==> src/hw/rtl/lpcd_pkg.sv <==
// Shared types and codes for the length-prefixed channel deframer.
// Holds the classified byte word, phase, error, kind and status codes.
// No dependencies.
`timescale 1ns / 1ps
`default_nettype none

package lpcd_pkg;

    // Classified stream byte handed from front to back
    typedef struct packed {
        logic [7:0] data;
        logic       is_nul;
        logic       is_digit;
        logic [3:0] digit;
    } class_t;

    // Parse phases
    localparam logic [1:0] PH_LENGTH  = 2'd0;
    localparam logic [1:0] PH_CHANNEL = 2'd1;
    localparam logic [1:0] PH_PAYLOAD = 2'd2;

    // Sticky error codes
    localparam logic [1:0] ERR_NONE    = 2'd0;
    localparam logic [1:0] ERR_SIZE    = 2'd1;
    localparam logic [1:0] ERR_DIGIT   = 2'd2;
    localparam logic [1:0] ERR_CHANNEL = 2'd3;

    // Output kinds
    localparam logic [1:0] KIND_NONE    = 2'd0;
    localparam logic [1:0] KIND_CHANNEL = 2'd1;
    localparam logic [1:0] KIND_PAYLOAD = 2'd2;

    // Status codes
    localparam logic [2:0] ST_LENGTH    = 3'd0;
    localparam logic [2:0] ST_PAYLOAD   = 3'd2;
    localparam logic [2:0] ST_ERR_BASE  = 3'd2;
    localparam logic [2:0] ST_ERR_FIRST = 3'd3;

    // Digit counting
    localparam logic [2:0] DIGIT_SAT  = 3'd7;
    localparam logic [2:0] DIGIT_CAP  = 3'd6;

    // ASCII
    localparam logic [7:0] CHAR_NUL  = 8'h00;
    localparam logic [7:0] CHAR_ZERO = 8'h30;
    localparam logic [7:0] CHAR_NINE = 8'h39;

    // Register map
    localparam logic REG_MAX_DIGITS = 1'b0;
    localparam logic REG_MAX_HEADER = 1'b1;

    localparam logic [2:0] MAX_DIGITS_RESET = 3'd6;
    localparam logic [9:0] MAX_HEADER_RESET = 10'd512;

endpackage

`default_nettype wire

==> src/hw/rtl/lpcd_front.sv <==
// Front end of the deframer: accepts stream bytes, classifies them and
// queues them in a two-entry queue for the back end.
// Depends on lpcd_pkg.
`timescale 1ns / 1ps
`default_nettype none

module lpcd_front
(
    input  wire                  clk,
    input  wire                  rst_n,
    input  wire                  in_valid,
    output logic                 in_ready,
    input  wire  [7:0]           in_byte,
    output logic                 q_valid,
    output lpcd_pkg::class_t     q_item,
    input  wire                  q_pop
);

    lpcd_pkg::class_t entry_reg [2];
    logic             wr_ptr_reg;
    logic             wr_ptr_next;
    logic             rd_ptr_reg;
    logic             rd_ptr_next;
    logic [1:0]       count_reg;
    logic [1:0]       count_next;
    logic             push;
    logic             pop;
    lpcd_pkg::class_t cls;

    always_comb
    begin
        cls.data     = in_byte;
        cls.is_nul   = (in_byte == lpcd_pkg::CHAR_NUL);
        cls.is_digit = (in_byte >= lpcd_pkg::CHAR_ZERO) && (in_byte <= lpcd_pkg::CHAR_NINE);
        cls.digit    = in_byte[3:0];
    end

    assign in_ready = (count_reg != 2'd2);
    assign push     = in_valid && in_ready;
    assign q_valid  = (count_reg != 2'd0);
    assign pop      = q_pop && q_valid;
    assign q_item   = entry_reg[rd_ptr_reg];

    always_comb
    begin
        wr_ptr_next = push ? ~wr_ptr_reg : wr_ptr_reg;
        rd_ptr_next = pop ? ~rd_ptr_reg : rd_ptr_reg;
        count_next  = count_reg + 2'(push) - 2'(pop);
    end

    always_ff @(posedge clk or negedge rst_n)
    begin
        if (!rst_n)
        begin
            wr_ptr_reg <= 1'b0;
            rd_ptr_reg <= 1'b0;
            count_reg  <= 2'd0;
        end
        else
        begin
            wr_ptr_reg <= wr_ptr_next;
            rd_ptr_reg <= rd_ptr_next;
            count_reg  <= count_next;
        end
    end

    always_ff @(posedge clk)
    begin
        if (push)
        begin
            entry_reg[wr_ptr_reg] <= cls;
        end
    end

endmodule

`default_nettype wire

==> src/hw/rtl/lpcd_back.sv <==
// Back end of the deframer: runs the frame parser on classified words and
// holds the result in an output register.
// Depends on lpcd_pkg.
`timescale 1ns / 1ps
`default_nettype none

module lpcd_back
#(
    parameter int LENGTH_WIDTH       = 20,
    parameter int HEADER_INDEX_WIDTH = 11
)
(
    input  wire                      clk,
    input  wire                      rst_n,
    input  wire                      q_valid,
    input  wire  lpcd_pkg::class_t   q_item,
    output logic                     q_pop,
    input  wire  [2:0]               max_length_digits,
    input  wire  [9:0]               max_header_index,
    output logic                     out_valid,
    input  wire                      out_ready,
    output logic [1:0]               out_kind,
    output logic [7:0]               out_byte,
    output logic                     frame_done,
    output logic                     header_done,
    output logic [LENGTH_WIDTH-1:0]  frame_length,
    output logic [2:0]               status
);

    localparam int CMP_WIDTH = (HEADER_INDEX_WIDTH > 10) ? HEADER_INDEX_WIDTH : 10;

    logic [1:0]                    phase_reg;
    logic [1:0]                    phase_next;
    logic [1:0]                    error_reg;
    logic [1:0]                    error_next;
    logic [2:0]                    digit_count_reg;
    logic [2:0]                    digit_count_next;
    logic                          bad_digit_reg;
    logic                          bad_digit_next;
    logic [LENGTH_WIDTH-1:0]       length_reg;
    logic [LENGTH_WIDTH-1:0]       length_next;
    logic [HEADER_INDEX_WIDTH-1:0] header_pos_reg;
    logic [HEADER_INDEX_WIDTH-1:0] header_pos_next;
    logic [HEADER_INDEX_WIDTH-1:0] header_pos_bump;
    logic [LENGTH_WIDTH-1:0]       remaining_reg;
    logic [LENGTH_WIDTH-1:0]       remaining_next;
    logic [LENGTH_WIDTH-1:0]       remaining_dec;
    logic [LENGTH_WIDTH+3:0]       length_times10;

    logic                          out_valid_reg;
    logic                          out_valid_next;
    logic [1:0]                    kind_reg;
    logic [1:0]                    kind_next;
    logic [7:0]                    byte_reg;
    logic [7:0]                    byte_next;
    logic                          fdone_reg;
    logic                          fdone_next;
    logic                          hdone_reg;
    logic                          hdone_next;
    logic [LENGTH_WIDTH-1:0]       flen_reg;
    logic [LENGTH_WIDTH-1:0]       flen_next;
    logic [2:0]                    status_reg;
    logic [2:0]                    status_next;
    logic                          clear_frame;

    assign q_pop = q_valid && (!out_valid_reg || out_ready);

    assign header_pos_bump = (header_pos_reg != {HEADER_INDEX_WIDTH{1'b1}}) ?
                             header_pos_reg + HEADER_INDEX_WIDTH'(1) : header_pos_reg;
    assign length_times10  = {1'b0, length_reg, 3'b000} + {3'b000, length_reg, 1'b0}
                             + (LENGTH_WIDTH+4)'(q_item.digit);
    assign remaining_dec   = remaining_reg - LENGTH_WIDTH'(1);

    always_comb
    begin
        phase_next       = phase_reg;
        error_next       = error_reg;
        digit_count_next = digit_count_reg;
        bad_digit_next   = bad_digit_reg;
        length_next      = length_reg;
        header_pos_next  = header_pos_reg;
        remaining_next   = remaining_reg;
        kind_next        = lpcd_pkg::KIND_NONE;
        byte_next        = 8'd0;
        fdone_next       = 1'b0;
        hdone_next       = 1'b0;
        flen_next        = '0;
        clear_frame      = 1'b0;

        if (error_reg == lpcd_pkg::ERR_NONE)
        begin
            unique case (phase_reg)
                lpcd_pkg::PH_LENGTH:
                begin
                    if (q_item.is_nul)
                    begin
                        if (digit_count_reg == lpcd_pkg::DIGIT_SAT
                            || digit_count_reg > max_length_digits)
                        begin
                            error_next = lpcd_pkg::ERR_SIZE;
                        end
                        else if (bad_digit_reg || digit_count_reg == 3'd0)
                        begin
                            error_next = lpcd_pkg::ERR_DIGIT;
                        end
                        else
                        begin
                            phase_next = lpcd_pkg::PH_CHANNEL;
                        end
                    end
                    else
                    begin
                        if (!q_item.is_digit)
                        begin
                            bad_digit_next = 1'b1;
                        end
                        else if (digit_count_reg < lpcd_pkg::DIGIT_CAP)
                        begin
                            length_next = length_times10[LENGTH_WIDTH-1:0];
                        end
                        if (digit_count_reg != lpcd_pkg::DIGIT_SAT)
                        begin
                            digit_count_next = digit_count_reg + 3'd1;
                        end
                    end
                    if (error_next == lpcd_pkg::ERR_NONE)
                    begin
                        header_pos_next = header_pos_bump;
                    end
                end
                lpcd_pkg::PH_CHANNEL:
                begin
                    if (q_item.is_nul)
                    begin
                        if (CMP_WIDTH'(header_pos_reg) > CMP_WIDTH'(max_header_index))
                        begin
                            error_next = lpcd_pkg::ERR_CHANNEL;
                        end
                        else
                        begin
                            hdone_next = 1'b1;
                            flen_next  = length_reg;
                            if (length_reg == '0)
                            begin
                                fdone_next  = 1'b1;
                                clear_frame = 1'b1;
                            end
                            else
                            begin
                                remaining_next = length_reg;
                                phase_next     = lpcd_pkg::PH_PAYLOAD;
                            end
                        end
                    end
                    else
                    begin
                        kind_next       = lpcd_pkg::KIND_CHANNEL;
                        byte_next       = q_item.data;
                        header_pos_next = header_pos_bump;
                    end
                end
                default:
                begin
                    kind_next      = lpcd_pkg::KIND_PAYLOAD;
                    byte_next      = q_item.data;
                    remaining_next = remaining_dec;
                    if (remaining_dec == '0)
                    begin
                        fdone_next  = 1'b1;
                        clear_frame = 1'b1;
                    end
                end
            endcase
        end

        if (clear_frame)
        begin
            phase_next       = lpcd_pkg::PH_LENGTH;
            digit_count_next = 3'd0;
            bad_digit_next   = 1'b0;
            length_next      = '0;
            header_pos_next  = '0;
            remaining_next   = '0;
        end

        status_next = (error_next != lpcd_pkg::ERR_NONE) ?
                      {1'b0, error_next} + lpcd_pkg::ST_ERR_BASE : {1'b0, phase_next};
        out_valid_next = q_pop ? 1'b1 : (out_valid_reg && !out_ready);
    end

    always_ff @(posedge clk or negedge rst_n)
    begin
        if (!rst_n)
        begin
            phase_reg       <= lpcd_pkg::PH_LENGTH;
            error_reg       <= lpcd_pkg::ERR_NONE;
            digit_count_reg <= 3'd0;
            bad_digit_reg   <= 1'b0;
            length_reg      <= '0;
            header_pos_reg  <= '0;
            remaining_reg   <= '0;
            out_valid_reg   <= 1'b0;
        end
        else
        begin
            out_valid_reg <= out_valid_next;
            if (q_pop)
            begin
                phase_reg       <= phase_next;
                error_reg       <= error_next;
                digit_count_reg <= digit_count_next;
                bad_digit_reg   <= bad_digit_next;
                length_reg      <= length_next;
                header_pos_reg  <= header_pos_next;
                remaining_reg   <= remaining_next;
            end
        end
    end

    always_ff @(posedge clk)
    begin
        if (q_pop)
        begin
            kind_reg   <= kind_next;
            byte_reg   <= byte_next;
            fdone_reg  <= fdone_next;
            hdone_reg  <= hdone_next;
            flen_reg   <= flen_next;
            status_reg <= status_next;
        end
    end

    assign out_valid    = out_valid_reg;
    assign out_kind     = kind_reg;
    assign out_byte     = byte_reg;
    assign frame_done   = fdone_reg;
    assign header_done  = hdone_reg;
    assign frame_length = flen_reg;
    assign status       = status_reg;

endmodule

`default_nettype wire

==> src/hw/rtl/length_prefixed_channel_deframer.sv <==
// A word accepted at the input passes through a front queue entry, then the back-end output register.
// Throughput: one word per cycle while the output is not stalled, limited by the single parser step in the back end.
// A two-entry queue between front and back and the output register let each side stall.
// Reset: rst_n clears all parse state and errors, max_length_digits to 6,
// max_header_index to 512. No clearing pass; words are accepted right after reset.
`timescale 1ns / 1ps
`default_nettype none

module length_prefixed_channel_deframer
#(
    parameter int LENGTH_WIDTH       = 20,
    parameter int HEADER_INDEX_WIDTH = 11
)
(
    input  wire                      clk,
    input  wire                      rst_n,
    input  wire                      psel,
    input  wire                      penable,
    input  wire                      pwrite,
    input  wire  [2:0]               paddr,
    input  wire  [31:0]              pwdata,
    output logic [31:0]              prdata,
    output logic                     pready,
    input  wire                      in_valid,
    output logic                     in_ready,
    input  wire  [7:0]               in_byte,
    output logic                     out_valid,
    input  wire                      out_ready,
    output logic [1:0]               out_kind,
    output logic [7:0]               out_byte,
    output logic                     frame_done,
    output logic                     header_done,
    output logic [LENGTH_WIDTH-1:0]  frame_length,
    output logic [2:0]               status
);

    logic [2:0]       max_digits_reg;
    logic [9:0]       max_header_reg;
    logic             cfg_write;
    logic             q_valid;
    logic             q_pop;
    lpcd_pkg::class_t q_item;

    assign pready    = 1'b1;
    assign cfg_write = psel && penable && pwrite && pready;

    always_ff @(posedge clk or negedge rst_n)
    begin
        if (!rst_n)
        begin
            max_digits_reg <= lpcd_pkg::MAX_DIGITS_RESET;
            max_header_reg <= lpcd_pkg::MAX_HEADER_RESET;
        end
        else if (cfg_write)
        begin
            unique case (paddr[2])
                lpcd_pkg::REG_MAX_DIGITS: max_digits_reg <= pwdata[2:0];
                lpcd_pkg::REG_MAX_HEADER: max_header_reg <= pwdata[9:0];
            endcase
        end
    end

    always_comb
    begin
        unique case (paddr[2])
            lpcd_pkg::REG_MAX_DIGITS: prdata = {29'd0, max_digits_reg};
            lpcd_pkg::REG_MAX_HEADER: prdata = {22'd0, max_header_reg};
        endcase
    end

    lpcd_front u_front
    (
        .clk      (clk),
        .rst_n    (rst_n),
        .in_valid (in_valid),
        .in_ready (in_ready),
        .in_byte  (in_byte),
        .q_valid  (q_valid),
        .q_item   (q_item),
        .q_pop    (q_pop)
    );

    lpcd_back
    #(
        .LENGTH_WIDTH       (LENGTH_WIDTH),
        .HEADER_INDEX_WIDTH (HEADER_INDEX_WIDTH)
    )
    u_back
    (
        .clk               (clk),
        .rst_n             (rst_n),
        .q_valid           (q_valid),
        .q_item            (q_item),
        .q_pop             (q_pop),
        .max_length_digits (max_digits_reg),
        .max_header_index  (max_header_reg),
        .out_valid         (out_valid),
        .out_ready         (out_ready),
        .out_kind          (out_kind),
        .out_byte          (out_byte),
        .frame_done        (frame_done),
        .header_done       (header_done),
        .frame_length      (frame_length),
        .status            (status)
    );

    a_done_source: assert property (@(posedge clk) disable iff (!rst_n)
        out_valid && frame_done |-> (out_kind == lpcd_pkg::KIND_PAYLOAD || header_done))
        else $error("frame end on a word that is neither payload nor header end");

    a_header_status: assert property (@(posedge clk) disable iff (!rst_n)
        out_valid && header_done |->
            (status == lpcd_pkg::ST_PAYLOAD || status == lpcd_pkg::ST_LENGTH))
        else $error("header end with unexpected status");

    a_error_silent: assert property (@(posedge clk) disable iff (!rst_n)
        out_valid && status >= lpcd_pkg::ST_ERR_FIRST |->
            (out_kind == lpcd_pkg::KIND_NONE && !header_done && !frame_done))
        else $error("word passed on under error status");

    a_error_sticky: assert property (@(posedge clk) disable iff (!rst_n)
        out_valid && out_ready && status >= lpcd_pkg::ST_ERR_FIRST ##1 out_valid |->
            status == $past(status))
        else $error("error status changed");

endmodule

`default_nettype wire
==> config.mk <==
export PLATFORM = sky130hd
export DESIGN_NAME = length_prefixed_channel_deframer
export DESIGN_NICKNAME = d
export VERILOG_FILES = /design/src/hw/rtl/lpcd_pkg.sv /design/src/hw/rtl/lpcd_front.sv /design/src/hw/rtl/lpcd_back.sv /design/src/hw/rtl/length_prefixed_channel_deframer.sv
export SDC_FILE = /design/constraint.sdc
export NUM_CORES = 1
export LEC_CHECK = 0
export ABC_AREA = 1
export BUFFER_PORTS_ARGS = -buffer_cell sky130_fd_sc_hd__buf_2
export CORE_ASPECT_RATIO = 0.9
export CORE_MARGIN = 2
export CORE_UTILIZATION = 52
export DETAILED_ROUTE_END_ITERATION = 12
export PLACE_DENSITY = 0.82
export SYNTH_ARGS = -nofsm -noshare
export SYNTH_HDL_FRONTEND = slang
export SYNTH_SLANG_ARGS = --single-unit
==> constraint.sdc <==
create_clock -name clk -period 2.95 [get_ports clk]
set_input_delay 0.885 -clock clk [delete_from_list [all_inputs] [get_ports clk]]
set_output_delay 0.885 -clock clk [all_outputs]
set_load 0.005 [all_outputs]
==> Word-level counts from Yosys, hierarchy flattened <==
Memories as Yosys holds them, arrays and structs flattened.
Index checks and enable logic that the tools add are counted.
{ "totals": {"latchBits": 0, "register_bits": 112, "input_bits": 50, "ramBits": 28, "rom_bits": 0, "mem_count": 1, "word_cells": 151} }
{ "memory_table": {"columns": ["memory", "depth", "word_bits", "rd", "rd_ports_with_merged_regs", "write_ports", "line_no", "source"], "rows": [
  ["u_front.entry_reg", 2, 14, 1, 0, 1, "lpcd_front.sv:19", "lpcd_pkg::class_t entry_reg [2];"]
]} }
{ "op_classes": {"n_mux": 62, "shift": 0, "mul": 0, "order_cmp": 5, "reduce_logical": 36, "eq_ne": 13, "add_sub_neg": 8, "n_bitwise": 6, "div_mod_pow": 0} }
{ "ops": {"columns": ["op", "count"], "rows": [
  ["$mux 20", 11],
  ["$pmux 32 s2", 1],
  ["$mux 11", 5],
  ["$logic_not 20->1", 2],
  ["$pmux 20 s2", 1],
  ["$mux 2", 17],
  ["$pmux 11 s2", 1],
  ["$add 20x20->20", 1],
  ["$add 20x4->20", 1],
  ["$sub 20x1->20 const B", 1],
  ["$pmux 8 s2", 1],
  ["$mux 1", 15],
  ["$mux 3", 5],
  ["$reduce_and 5->1", 3],
  ["$reduce_bool 2->1", 7],
  ["$ne 3x2->1 const B", 4],
  ["$pmux 2 s2", 3],
  ["$reduce_and 6->1", 2],
  ["$add 11x1->11 const B", 1],
  ["$gt 11x10->1", 1],
  ["$ne 11x11->1 const B", 1],
  ["$ge 8x6->1 const B", 1],
  ["$le 8x6->1 const B", 1],
  ["$logic_not 8->1", 1],
  ["24 further kinds", 43]
]} }

==> Depth between registers and ports, before layout <==
{ "logic_depth": {"ltp_word": 12, "mapped_depth": 17, "mapped_depth_nobuf": 17} }

==> Hierarchy <==
Synthesis repeated with hierarchy kept, for this count alone.
{ "unflattened": {"cells_unflattened": 1008, "area_unflattened_um2": 8230.4} }
{ "by_module_without_submodules": {"columns": ["mod", "instances", "cells_per_inst", "area_per_inst_um2"], "rows": [
  ["lpcd_back", 1, 799, 6342.3],
  ["lpcd_front", 1, 100, 1058.5],
  ["length_prefixed_channel_deframer", 1, 109, 829.5]
]} }

==> Worst setup path before layout <==
No wires, ideal clock.
{ "synth_path": {"path_type": "reg2reg", "startpoint": "register u_front.rd_ptr_reg", "endpoint": "register u_back.length_reg[16]", "t_arrival_ns": 2.900, "period_less_slack_ns": 3.033, "stages_incl_launch_ff": 15, "path_buffers": 0, "setup_slack_ns": -0.083, "setup_ns": 0.133, "required_ns": 2.817, "path_cell_list": "dfrtp_1 -> inv_2 -> or2_2 -> o21ai_0 -> inv_1 -> fa_1 -> inv_1 -> fa_1 -> o21ai_1 -> a21oi_1 -> o21ai_1 -> a21oi_1 -> o21ai_0 -> xnor2_1 -> o21ai_0"} }
{ "synth_via": {"elab_chain_len": 8, "word_cells_on_any_way": 17, "cone_classes": "add/sub (1); eq/ne (1); mux (9); reduce/logical (5); memory (1)"} }
{ "synth_rtl": {"columns": ["item", "line_no", "source"], "rows": [
  ["start, declared", "lpcd_front.sv:22", "logic rd_ptr_reg;"],
  ["start signal, assigned", "lpcd_front.sv:62", "rd_ptr_reg <= rd_ptr_next;"],
  ["$mem_v2 2x14 *", null, null],
  ["$add 20x4->20", "lpcd_back.sv:71", "+ (LENGTH_WIDTH+4)'(q_item.digit);"],
  ["$mux 20", "lpcd_back.sv:117", "else if (digit_count_reg < lpcd_pkg::DIGIT_CAP)"],
  ["$mux 20", "lpcd_back.sv:113", "if (!q_item.is_digit)"],
  ["$mux 20", "lpcd_back.sv:95", "if (q_item.is_nul)"],
  ["$mux 20", "lpcd_back.sv:92", "unique case (phase_reg)"],
  ["$mux 20", "lpcd_back.sv:90", "if (error_reg == lpcd_pkg::ERR_NONE)"],
  ["$mux 20", "lpcd_back.sv:176", "if (clear_frame)"],
  ["end signal, assigned", "lpcd_back.sv:213", "length_reg <= length_next;"],
  ["end, declared", "lpcd_back.sv:40", "logic [LENGTH_WIDTH-1:0] length_reg;"]
]} }
Every way passes the cells marked *; elsewhere a longest branch is shown, timed or not. The select of a mux whose other input is x is not followed.
A chain may end at the register's enable or synchronous reset.

==> Final worst setup path <==
Ends and elaborated chain as after synthesis.

==> flow_summary.html <==
<table>
<tr><th>Metric</th><th>Value</th></tr>
<tr><th colspan="2">Layout</th></tr>
<tr><td>Proportion of layout cells with a drive suffix above 1</td><td>22.3%</td></tr>
<tr><td>Number of nets in the final layout</td><td>1,149</td></tr>
<tr><td>Area growth from synthesis to final layout</td><td>19.5%</td></tr>
<tr><td>Storage element area</td><td>0.00358 mm²</td></tr>
<tr><td>Final instance count without filler cells</td><td>1,253</td></tr>
<tr><td>Antenna Diode Count</td><td>0</td></tr>
<tr><td>Area of combinational cells with multiple inputs</td><td>0.00385 mm²</td></tr>
<tr><td>Fillcell total</td><td>1,187</td></tr>
<tr><th colspan="2">Timing</th></tr>
<tr><td>Final worst path period need</td><td>3.06 ns</td></tr>
<tr><td>Total negative slack for setup checks</td><td>-0.283 ns</td></tr>
<tr><td>Max-slew violation count</td><td>0</td></tr>
<tr><td>Setup WS post-layout</td><td>-0.110 ns</td></tr>
<tr><td>Actual slew at the worst max-slew pin</td><td>0.795 ns</td></tr>
<tr><td>Maximum clock rate</td><td>327 MHz</td></tr>
<tr><td>Total of endpoints with negative setup slack in the final report</td><td>4</td></tr>
<tr><td>Final worst-path cycle share</td><td>104%</td></tr>
<tr><td>RSZ-0062 raised after global routing</td><td>yes</td></tr>
<tr><td>Hold Slack</td><td>0.433 ns</td></tr>
<tr><td>Maximum clock skew at final layout</td><td>0.0104 ns</td></tr>
<tr><td>Worst slew margin relative to its limit</td><td>45.6%</td></tr>
<tr><td>Final hold vios</td><td>0</td></tr>
<tr><th colspan="2">Floorplanning</th></tr>
<tr><td>Die Span Y</td><td>121 µm</td></tr>
<tr><td>Die width</td><td>134 µm</td></tr>
<tr><td>Total core area</td><td>0.0148 mm²</td></tr>
<tr><td>Die ar.</td><td>0.0163 mm²</td></tr>
<tr><td>Initial core utilization</td><td>53.5%</td></tr>
<tr><td>Ports placed on the boundary</td><td>120</td></tr>
<tr><td>FP Rows</td><td>42</td></tr>
<tr><th colspan="2">Power and ir drop</th></tr>
<tr><td>PnR Total Power</td><td>6.88 mW</td></tr>
<tr><td>Static leakage power</td><td>4.79 nW</td></tr>
<tr><td>Power density relative to cell area</td><td>726 mW/mm²</td></tr>
<tr><td>VDD IR-drop max</td><td>0.573 mV</td></tr>
<tr><th colspan="2">Synth</th></tr>
<tr><td>Gate Count Post-Synth</td><td>919</td></tr>
<tr><td>Post-synthesis cell area</td><td>0.00793 mm²</td></tr>
<tr><td>Top area cells in the synthesized netlist</td><td>sky130_fd_sc_hd__dfrtp_1 23%, sky130_fd_sc_hd__edfxtp_1 21%, sky130_fd_sc_hd__nand2_1 9.4%</td></tr>
<tr><td>Most instantiated cells after synthesis</td><td>199 x sky130_fd_sc_hd__nand2_1, 117 x sky130_fd_sc_hd__inv_1, 83 x sky130_fd_sc_hd__nor2_1, 78 x sky130_fd_sc_hd__o21ai_0, 74 x sky130_fd_sc_hd__dfrtp_1</td></tr>
<tr><td>Number of warnings printed during yosys synthesis</td><td>0</td></tr>
<tr><td>Main synth FF type</td><td>sky130_fd_sc_hd__dfrtp_1</td></tr>
<tr><td>Post-Syn Area per Cell</td><td>8.63 µm²</td></tr>
<tr><td>Area share of the leading cell type in the synthesized netlist</td><td>23.3%</td></tr>
<tr><td>Number of flops mapped to enable cells by yosys</td><td>55</td></tr>
<tr><td>Netlist cell types</td><td>55</td></tr>
<tr><td>Sequential fraction of the synthesis area</td><td>45.2%</td></tr>
<tr><td>Post-synth top area cell</td><td>sky130_fd_sc_hd__dfrtp_1</td></tr>
<tr><td>Share of flip-flops with an asynchronous set or reset after synthesis</td><td>58.3%</td></tr>
<tr><td>Dominant cell by count in the synthesized netlist</td><td>sky130_fd_sc_hd__nand2_1</td></tr>
<tr><td>Total of flip-flops plus latches after synthesis</td><td>132</td></tr>
<tr><th colspan="2">Placed design</th></tr>
<tr><td>Number of placed instances with taps included</td><td>1,205</td></tr>
<tr><td>Final weighted congestion in routability-driven placement</td><td>0.896</td></tr>
<tr><td>Count of buffers inserted at the top-level ports</td><td>72</td></tr>
<tr><td>Total half-perimeter wirelength after legalization and detailed placement</td><td>13,800 µm</td></tr>
<tr><th colspan="2">Clocking</th></tr>
<tr><td>CTS tree</td><td>built</td></tr>
<tr><td>Hold bufs inserted after CTS</td><td>0</td></tr>
<tr><td>Root buffer selected by CTS</td><td>sky130_fd_sc_hd__clkbuf_16</td></tr>
<tr><td>H-tree depth</td><td>4</td></tr>
<tr><td>Clock latency on the worst-skew pair</td><td>0.43 ns</td></tr>
<tr><td>Clock sink count</td><td>132</td></tr>
<tr><td>Clock slew at the register clock pins of the worst setup and hold paths</td><td>0.06 ns</td></tr>
<tr><td>Clock Tree Buf Depth</td><td>2</td></tr>
<tr><td>Cts bufs inserted</td><td>17</td></tr>
<tr><th colspan="2">Detailed routing</th></tr>
<tr><td>Wire length per cell</td><td>16.4 µm</td></tr>
<tr><td>Vias/cell</td><td>5.50</td></tr>
<tr><td>Via Count</td><td>6,889</td></tr>
<tr><td>Initial drt markers</td><td>773</td></tr>
<tr><td>DRC</td><td>0</td></tr>
<tr><td>Final ANT Viol Nets</td><td>0</td></tr>
<tr><td>Drt total wl</td><td>20,600 µm</td></tr>
<tr><td>Number of optimization iterations in the first detailed-route pass</td><td>7</td></tr>
<tr><th colspan="2">Setup path</th></tr>
<tr><td>Register-to-register path setup slack</td><td>-0.11 ns</td></tr>
<tr><td>Worst setup path start</td><td>u_front.rd_ptr_reg</td></tr>
<tr><td>Critical path launch point type</td><td>flip-flop</td></tr>
<tr><td>Top cell family by delay on the critical path</td><td>compound AO/OA/AOI/OAI gates</td></tr>
<tr><td>Data required time at the worst endpoint</td><td>3.24 ns</td></tr>
<tr><td>Maximum fanout count along the critical path</td><td>3</td></tr>
<tr><td>Launch instance of the worst register-to-register path</td><td>u_front.rd_ptr_reg</td></tr>
<tr><td>Bufs and invs on worst path</td><td>3</td></tr>
<tr><td>Reg-to-Reg End</td><td>u_back.length_reg[16]</td></tr>
<tr><td>Data arrival time of the critical path</td><td>3.35 ns</td></tr>
<tr><td>Length in cells of the worst reg-to-reg path</td><td>14</td></tr>
<tr><td>Path type of the worst setup path</td><td>reg -&gt; reg</td></tr>
<tr><td>Category of the worst setup path capture point</td><td>flip-flop</td></tr>
<tr><td>Biggest cell delay along the critical path</td><td>0.57 ns</td></tr>
<tr><td>Series of cell instances along the critical path</td><td>inv_2 &gt; or2_4 &gt; o21ai_2 &gt; inv_1 &gt; fa_2 &gt; inv_2 &gt; fa_2 &gt; o21ai_4 &gt; a21oi_2 &gt; o21ai_4 &gt; a21oi_2 &gt; o21ai_1 &gt; xnor2_1 &gt; o21ai_1</td></tr>
<tr><td>Critical path's slowest cell</td><td>sky130_fd_sc_hd__fa_2</td></tr>
<tr><th colspan="2">GRT</th></tr>
<tr><td>Wire length of the first global-routing pass</td><td>32,600 µm</td></tr>
<tr><td>Pin count of the biggest net entering global routing</td><td>40</td></tr>
<tr><td>Via count of the first global-routing pass</td><td>6,689</td></tr>
<tr><td>Global Route Usage Sum</td><td>25.7%</td></tr>
<tr><td>Initial antenna violation count</td><td>0</td></tr>
<tr><td>Total grt overflow</td><td>0</td></tr>
<tr><th colspan="2">Run status</th></tr>
<tr><td>Status</td><td>complete, but fails checks</td></tr>
<tr><td>Violations in the final reports</td><td>negative setup slack</td></tr>
<tr><th colspan="2">Flow run</th></tr>
<tr><td>Count of maximum capacitance violations</td><td>0</td></tr>
<tr><th colspan="2">Min path</th></tr>
<tr><td>Class of the tightest hold or removal check</td><td>in -&gt; async</td></tr>
</table>
[metal layers]
metal / wire length, µm / track usage, % / vias to the layer above
li1: - / - / 3251
met1: 8640 / 33.6 / 3287
met2: 9820 / 42.3 / 293
met3: 1470 / 5.60 / 58
met4: 617 / 9.47 / 0
met5: 0 / 0 / -
[through the flow]
| stage | worst slack [ns] | cell area [µm²] | utilization [%] |
|---|---|---|---|
| after global routing | -0.149 | 9480 | 64.0 |
| after floorplan | 0.00943 | 8020 | - |
| after detailed placement | -0.219 | 8610 | 58.1 |
| final | -0.110 | 9480 | 64.0 |
| after CTS | -0.00306 | 9360 | 63.2 |
| after global placement | -0.0604 | 8610 | 58.1 |
[worst max-delay path by stage]
stage                                 end  cells after the start
finish              u_back.length_reg[16]                     14
floorplan           u_back.length_reg[16]                     14
detailed placement  u_back.length_reg[16]                     14
global route        u_back.length_reg[16]                     14
CTS                 u_back.length_reg[16]                     14
global placement    u_back.length_reg[16]                     14
[logic make-up (layout without fill, tap and decap cells)]
logic type	count (synthesis)	in the layout	synth area share [%]
xor+xnor	22	22	2.43
compound gates	152	152	11.4
mux	2	2	0.252
flops	132	132	45.2
simple gates	392	392	22.2
fa+ha+maj	57	57	9.18
other cells	2	23	0.0947
buf+inv	160	275	9.29
[power by group]
part	switching, mW	leakage, nW	internal, mW
registers	0.112	1.35	2.24
logic	1.33	3.16	1.06
clock network	0.818	0.285	1.32
total	2.26	4.79	4.62
[cells in the final DEF (no fill, tap or decap), types with 48 or more instances in the layout]
cell type                  instances
sky130_fd_sc_hd__buf_2            71
sky130_fd_sc_hd__buf_4            49
sky130_fd_sc_hd__dfrtp_1          74
sky130_fd_sc_hd__edfxtp_1         55
sky130_fd_sc_hd__ha_1             53
sky130_fd_sc_hd__inv_1           114
sky130_fd_sc_hd__nand2_1         198
sky130_fd_sc_hd__nand3_1          48
sky130_fd_sc_hd__nor2_1           83
sky130_fd_sc_hd__o21ai_0          69
[final cells by class]
| class | count | area share [%] |
|---|---|---|
| Multi-Input combinational cell | 648 | 40.6 |
| Sequential cell | 132 | 37.8 |
| Timing Repair Buffer | 122 | 7.96 |
| Inverter | 121 | 4.82 |
| Clock buffer | 18 | 4.53 |
| Tap cell | 198 | 2.61 |
| Clock inverter | 14 | 1.72 |
[timing repair]
item / 4_1_cts / 5_1_grt
resized for setup: 18 / 23
buffers inserted: 15 / 2
setup endpoints to repair: 10 / 13
pin swaps: 10 / 12
Power figures use the tool's default switching activity.
